--- config.mk ---
export PLATFORM = sky130hd
export DESIGN_NAME = hmau_ctrl
export DESIGN_NICKNAME = d
export VERILOG_FILES = /design/src/hw/rtl/hmau_pkg.sv /design/src/hw/rtl/hmau_ctrl.sv
export SDC_FILE = /design/constraint.sdc
export NUM_CORES = 1
export LEC_CHECK = 0
export ABC_AREA = 1
export BUFFER_PORTS_ARGS = -buffer_cell sky130_fd_sc_hd__buf_2
export CORE_ASPECT_RATIO = 1.5
export CORE_MARGIN = 4
export CORE_UTILIZATION = 52
export DETAILED_ROUTE_END_ITERATION = 16
export PLACE_DENSITY = 0.76
export SYNTH_ARGS = -nofsm -noshare
export SYNTH_HDL_FRONTEND = slang
export SYNTH_SLANG_ARGS = --single-unit
--- constraint.sdc ---
create_clock -name clk -period 1.4 [get_ports clk]
set_input_delay 0.21 -clock clk [delete_from_list [all_inputs] [get_ports clk]]
set_output_delay 0.21 -clock clk [all_outputs]
set_load 0.005 [all_outputs]
--- src/hw/rtl/hmau_pkg.sv ---
`default_nettype none

package hmau_pkg;

    localparam int TABLE_SLOTS = 4096;
    localparam int SLOT_W      = $clog2(TABLE_SLOTS);
    localparam int WORD_W      = 64;
    localparam int ENTRY_W     = 2 * WORD_W;
    localparam int HASH_W      = 32;

    localparam logic [SLOT_W-1:0] LAST_SLOT  = SLOT_W'(TABLE_SLOTS - 1);
    localparam logic [HASH_W-1:0] SLOTS_H    = HASH_W'(TABLE_SLOTS);
    localparam logic [HASH_W-1:0] HASH_MULT  = 32'd2654435761;
    // floor(2^32 / slots): estimate never exceeds the true quotient, short by at most one
    localparam logic [HASH_W-1:0] SLOT_RECIP = HASH_W'((64'd1 << 32) / TABLE_SLOTS);

    // cycles from record transfer until the home slot is settled
    localparam int HCNT_W = 2;
    localparam logic [HCNT_W-1:0] HASH_LAT = 2'd3;

    localparam int NS_PER_PCT = 10000000;
    // 10^7 = 2^7 * 5^7: drop the low seven bits, then divide by the odd part
    localparam int DIV_PRE_SH = 7;
    localparam int DIV_ODD    = NS_PER_PCT >> DIV_PRE_SH;
    localparam int DIV_ODD_W  = $clog2(DIV_ODD);
    localparam int NUM_W      = WORD_W - DIV_PRE_SH;
    localparam int RECIP_SH   = NUM_W + DIV_ODD_W;
    localparam int ACC_W      = 2 * WORD_W;
    localparam int PART_W     = 32;
    // ceil(2^RECIP_SH / odd part): exact floor quotient for every NUM_W-bit numerator
    localparam logic [ACC_W-1:0] RECIP =
        ((ACC_W'(1) << RECIP_SH) + ACC_W'(DIV_ODD - 1)) / ACC_W'(DIV_ODD);
    localparam logic [PART_W-1:0] RECIP_LO = RECIP[PART_W-1:0];
    localparam logic [PART_W-1:0] RECIP_HI = RECIP[2*PART_W-1:PART_W];
    localparam int MUL_STEPS  = 4;
    localparam int MCNT_W     = 2;
    localparam int QUOT_W     = 32;
    localparam int PCT_W      = 7;
    localparam int PCT_MAX    = 100;

    typedef struct packed {
        logic              take_rec;
        logic              take_eop;
        logic              probe_start;
        logic              probe_next;
        logic              check;
        logic              clr_en;
        logic [SLOT_W-1:0] clr_addr;
    } hmau_ctl_t;

    typedef struct packed {
        logic busy_nz;
        logic slot_empty;
        logic key_match;
        logic eop_pend;
    } hmau_sts_t;

endpackage

`default_nettype wire

--- src/hw/rtl/hmau_ctrl.sv ---
`default_nettype none

module hmau_ctrl
    import hmau_pkg::*;
(
    input  wire logic      clk,
    input  wire logic      rst_n,
    input  wire logic      in_valid,
    input  wire logic      cmd,
    input  wire hmau_sts_t sts,
    output hmau_ctl_t      ctl,
    output logic           in_stall
);

    localparam logic [2:0] ST_CLEAR = 3'd0;
    localparam logic [2:0] ST_IDLE  = 3'd1;
    localparam logic [2:0] ST_HASH  = 3'd2;
    localparam logic [2:0] ST_READ  = 3'd3;
    localparam logic [2:0] ST_CHECK = 3'd4;

    logic [2:0]        state_reg;
    logic [2:0]        state_next;
    logic [HCNT_W-1:0] hcnt_reg;
    logic [HCNT_W-1:0] hcnt_next;
    logic [SLOT_W-1:0] pcnt_reg;
    logic [SLOT_W-1:0] pcnt_next;
    logic [SLOT_W-1:0] ccnt_reg;
    logic [SLOT_W-1:0] ccnt_next;

    always_comb
    begin
        state_next = state_reg;
        hcnt_next  = hcnt_reg;
        pcnt_next  = pcnt_reg;
        ccnt_next  = ccnt_reg;
        ctl        = '0;
        unique case (state_reg)
            ST_CLEAR:
            begin
                // keeps sweeping while the pass result is not yet loaded into the output register
                ctl.clr_en   = 1'b1;
                ctl.clr_addr = ccnt_reg;
                if (ccnt_reg == LAST_SLOT)
                begin
                    ccnt_next = '0;
                    if (!sts.eop_pend)
                    begin
                        state_next = ST_IDLE;
                    end
                end
                else
                begin
                    ccnt_next = ccnt_reg + 1'b1;
                end
            end
            ST_IDLE:
            begin
                if (in_valid)
                begin
                    if (cmd)
                    begin
                        ctl.take_eop = 1'b1;
                        ccnt_next    = '0;
                        state_next   = ST_CLEAR;
                    end
                    else if (sts.busy_nz)
                    begin
                        ctl.take_rec = 1'b1;
                        hcnt_next    = '0;
                        state_next   = ST_HASH;
                    end
                end
            end
            ST_HASH:
            begin
                if (hcnt_reg == HASH_LAT)
                begin
                    ctl.probe_start = 1'b1;
                    pcnt_next       = '0;
                    state_next      = ST_READ;
                end
                else
                begin
                    hcnt_next = hcnt_reg + 1'b1;
                end
            end
            ST_READ:
            begin
                state_next = ST_CHECK;
            end
            ST_CHECK:
            begin
                ctl.check = 1'b1;
                // full table with no match: record dropped
                if (sts.slot_empty || sts.key_match || (pcnt_reg == LAST_SLOT))
                begin
                    state_next = ST_IDLE;
                end
                else
                begin
                    ctl.probe_next = 1'b1;
                    pcnt_next      = pcnt_reg + 1'b1;
                    state_next     = ST_READ;
                end
            end
            default:
            begin
                state_next = ST_CLEAR;
            end
        endcase
    end

    always_ff @(posedge clk or negedge rst_n)
    begin
        if (!rst_n)
        begin
            state_reg <= ST_CLEAR;
            hcnt_reg  <= '0;
            pcnt_reg  <= '0;
            ccnt_reg  <= '0;
        end
        else
        begin
            state_reg <= state_next;
            hcnt_reg  <= hcnt_next;
            pcnt_reg  <= pcnt_next;
            ccnt_reg  <= ccnt_next;
        end
    end

    assign in_stall = (state_reg != ST_IDLE);

endmodule

`default_nettype wire

After elaboration in Yosys (flattened, before gate mapping)

Index checks and enable logic that the tools add are counted.

Register bits: 29
Input bits: 8
Output and inout port bits: 19
Word-level logic and storage cells: 65

$add $sub $neg: 3
Equality and inequality tests: 18
Mux-type cells: 30
Reductions and logical operators: 10

Operators with widths:

| kind                  | number |
|---|---|
| $mux 12               | 5 |
| $pmux 12 s2           | 2 |
| $add 12x1->12 const B | 2 |
| $eq 12x12->1 const B  | 2 |
| $mux 3                | 6 |
| $ne 2x2->1 const B    | 9 |
| $mux 2                | 8 |
| $pmux 3 s5            | 1 |
| $mux 13               | 1 |
| $reduce_and 5->1      | 2 |
| $eq 3x2->1 const B    | 2 |
| $mux 1                | 6 |
| $reduce_and 3->1      | 2 |
| $reduce_bool 2->1     | 3 |
| $pmux 2 s2            | 1 |
| $eq 3x1->1 const B    | 1 |
| $eq 3x3->1 const B    | 1 |
| $logic_not 3->1       | 1 |
| $ne 3x1->1 const B    | 1 |
| $ne 3x3->1 const B    | 1 |
| $add 2x1->2 const B   | 1 |
| $eq 2x2->1 const B    | 1 |
| $logic_or 1x1->1      | 2 |

Longest topological paths before layout

Depth in word-level cells: 4
Depth in mapped cells: 10
Gate-level depth less buffers: 9

Worst setup path before layout

No wires, ideal clock.

Kind: register to register
From: register pcnt_reg[0]
To: register pcnt_reg[0]
Arrival time: 1.306 ns
Slack: -0.024 ns
Cell stages (with the launch flop): 10
Cell sequence: dfrtp_1 > ha_1 > nand2_2 > nor2_4 > nand3_2 > nand2_4 > nand2_4 > buf_8 > nand3_1 > nand2_1

Word-level cells in the longest chain between the ends: 4
Elaborated cells on any way between the ends: 7
Those cells by class: add/sub: 1; eq/ne: 2; mux: 2; reduce/logical: 2

Ends and longest elaborated chain:

| element                                               | line             | source |
|---|---|---|
| start, declared                                       | hmau_ctrl.sv:25  | `logic [SLOT_W-1:0] pcnt_reg;` |
| start signal, assigned                                | hmau_ctrl.sv:126 | `pcnt_reg <= pcnt_next;` |
| branches (longest 4 deep; another with $add 12x1->12) | n/a              |  |

Several ways; the timed one is not identified. The select of a mux whose other input is x is not followed.
A chain may end at the register's enable or synchronous reset.

==> results.ini <==
[outcome]
status = complete, but fails checks
violations = setup timing

[worst_setup_path]
cp_num_cells = 8
crit_slowest_cell = dfrtp_2
setup.worst_path.start = state_reg[0]$_DFFE_PN0P_
cp_num_buf_inv = 4
r2r_end = ccnt_reg[2]$_DFFE_PN0P_
r2r_slack_ns = -0.12
cp-end-kind = primary output
endpoint = ctl[14]
critPathLaunchType = flop
path_cells = inv_2 -> nand2_2 -> inv_2 -> nand2_4 -> nor2_4 -> nand2_4 -> inv_2 -> buf_6
critical_path_class = flop to primary output
crit_top_cell = inv_2
crit_family = flip-flops
cp.required_ns = 1.19
critPathMaxStageDelay_ns = 0.45
crit_fanout = 4
r2r_start = state_reg[0]$_DFFE_PN0P_
cp_data_arrival_time_ns = 1.36
worstRegToRegCells = 7

[die]
ioPinCount = 27
fp.dieW_um = 58.33
die_area_sq_um = 4870
die_y_um = 83.49
coreArea_sq_um = 3682
initial_core_util = 0.5365
core.rowCount = 27

[drt]
drc = 0
drt_first_iter_violations = 227
wire_per_inst_um = 15.32
avgViaCountPerCell = 5.578
vias = 2382
drtPass1Iterations = 6
route.antenna.remaining_nets = 0
wirelength_um = 6540

[power]
p_leak_nw = 1.457
switchingPower_mw = 1.699
combPwrFrac = 0.530
p_int_mw = 2.279
power_frac_clock = 0.176
p_seq_frac = 0.294
p_per_area_nw_per_um2 = 1360
power_mw = 3.977
ir_worst_vdd_mv = 1.176
power.switching_fraction = 0.4271

[final_layout]
multi_input_area_sq_um = 1294
seq_area_sq_um = 730.7
final_cell_mix = nand2_1 (74), buf_4 (44), nor2_1 (36)
antenna_cells = 0
final_nets = 395
layout-drive-gt1-share = 0.3958
fillers = 228
final_common_cell = nand2_1
syn2layout_area_growth_pct = 48.00

[timing]
rsz0062_at_grt = true
maxSlewViolCount = 0
fin_worst_hold_slack_ns = 0.3761
fin_ws_ns = -0.1748
setup_tns_ns = -2.944
layout_worst_path_cycle_share = 1.125
setup_viol_count_final = 31
tightest_slew_ns = 0.3835
slew-limit-headroom = 0.7443
fmax_mhz = 635.0
fin_worst_skew_ns = 0.003671
layout_min_cycle_time_ns = 1.575
hold_violations = 0

[cts]
cts.sinks = 29
tritoncts.num_buffers = 5
clk_pin_slew_ns = 0.06
clkLatencyLatePin_ns = 0.28
clk_path_buf_depth = 2
h-tree-depth = 2
cts_tree = yes
clock-root-buffer = clkbuf_8

[global_routing]
grt_first_pass_wirelength_um = 9273
grt_pass1_vias = 2193
grt_max_degree = 30
overflow = 0
track_usage = 0.2408
antenna_found_initial = 0

[synthesis]
synthCells = 300
synth_fp_nets = 311
synth_warnings = 0
yosysSeqAreaShare = 0.3673
ys_ff_latch = 29
ys_types = 26
synth.avg_cell_area_sq_um = 6.585
syn-cell-area_sq_um = 1976

[worst_hold_path]
hold_start = sts[0]
hold_class = input pin to flop

[placed_design]
finalWeightedCongestion = 0.9479
hpwl_um = 3904
io_buffers = 26

[job]
cap_violations = 0

-- cell type report --
| type | instances | share of cell area |
|---|---|---|
| Timing Repair Buffer | 80 | 0.2041 |
| Clock buffer | 7 | 0.02953 |
| Inverter | 42 | 0.05563 |
| Sequential cell | 29 | 0.2499 |
| Multi-Input combinational cell | 226 | 0.4424 |
| Tap cell | 43 | 0.01840 |
-- worst min path at each step --
| stage | to | slack [ns] | depth (start not counted) |
|---|---|---|---|
| finish | state_reg[0]$_DFFE_PN0P_ | 0.38 | 6 |
| CTS | hcnt_reg[0]$_DFFE_PN0P_ | 0.35 | 5 |
| global route | state_reg[0]$_DFFE_PN0P_ | 0.44 | 6 |
| detailed placement | pcnt_reg[6]$_DFFE_PN0P_ | 0.24 | 2 |
| global placement | pcnt_reg[5]$_DFFE_PN0P_ | 0.24 | 2 |
| floorplan | ccnt_reg[0]$_DFFE_PN0P_ | -0.09 | 0 |
-- power by group through the flow --
stage | Sequential (mW) | Combinational [mW] | Clock (mW)
finish | 1.17 | 2.11 | 0.699
global route | 1.19 | 2.28 | 0.731
CTS | 1.10 | 1.58 | 0.700
detailed placement | 1.10 | 1.48 | 0
global placement | 1.09 | 1.46 | 0
floorplan | 1.09 | 0.875 | 0
-- metal layers --
metal / vias to the layer above / track usage / share of wire / wire length (um)
met5: - / 0 / 0 / 0
met4: 0 / 0.1329 / 0.044 / 286
met2: 122 / 0.4313 / 0.54 / 3549
met3: 32 / 0.03560 / 0.051 / 331
met1: 1111 / 0.2571 / 0.36 / 2372
li1: 1117 / - / - / -
-- tightest hold or removal path, cell delays in order --
cell	delay, ns
buf_2	0.08
inv_1	0.03
nand4_1	0.11
nand2_2	0.07
nand3_1	0.06
nand2_1	0.05
-- cell usage after synthesis, drive strengths merged --
| cell type | n | area [sq um] |
|---|---|---|
| a21oi | 11 | 55.05 |
| buf | 3 | 27.52 |
| clkbuf | 1 | 3.750 |
| dfrtp | 29 | 725.7 |
| ha | 3 | 37.54 |
| inv | 42 | 157.6 |
| nand2 | 88 | 355.3 |
| nand3 | 38 | 205.2 |
| nand3b | 1 | 7.510 |
| nand4 | 5 | 31.28 |
| nor2 | 55 | 221.5 |
| nor3 | 2 | 10.01 |
| nor3b | 1 | 7.510 |
| nor4 | 1 | 6.260 |
| o21a | 1 | 7.510 |
| o21ai | 15 | 86.34 |
| or2 | 2 | 12.51 |
| xor2 | 2 | 17.52 |
-- cell families after synthesis --
group / share of synthesized area
AOI/OAI and AO/OA: 0.07537
xor gates and xnor gates: 0.008868
adders and majority gates: 0.01900
buffers and inverters: 0.09562
DFF: 0.3673
and+or+nand+nor: 0.4338
-- through the flow --
step / worst slack (ns) / instance area (sq um) / util / instances
3_5_place_dp: -0.008240 / 2409 / 0.6541 / 402
4_1_cts: -0.1586 / 2596 / 0.7051 / 414
3_3_place_gp: 0.003352 / 2409 / 0.6541 / 402
5_1_grt: -0.2461 / 2924 / 0.7941 / 427
6_report: -0.1748 / 2924 / 0.7941 / 427
2_1_floorplan: -0.004564 / 1978 / - / 300
-- timing repair --
item,in CTS,in global routing
gates cloned,1,0
endpoints found under the setup margin,22,45
pin swaps,5,17
resized for setup,15,63
hold endpoints to repair,29,0
buffers inserted,3,13
hold buffers,1,0
Note: power is estimated with default switching activity, not from simulation.
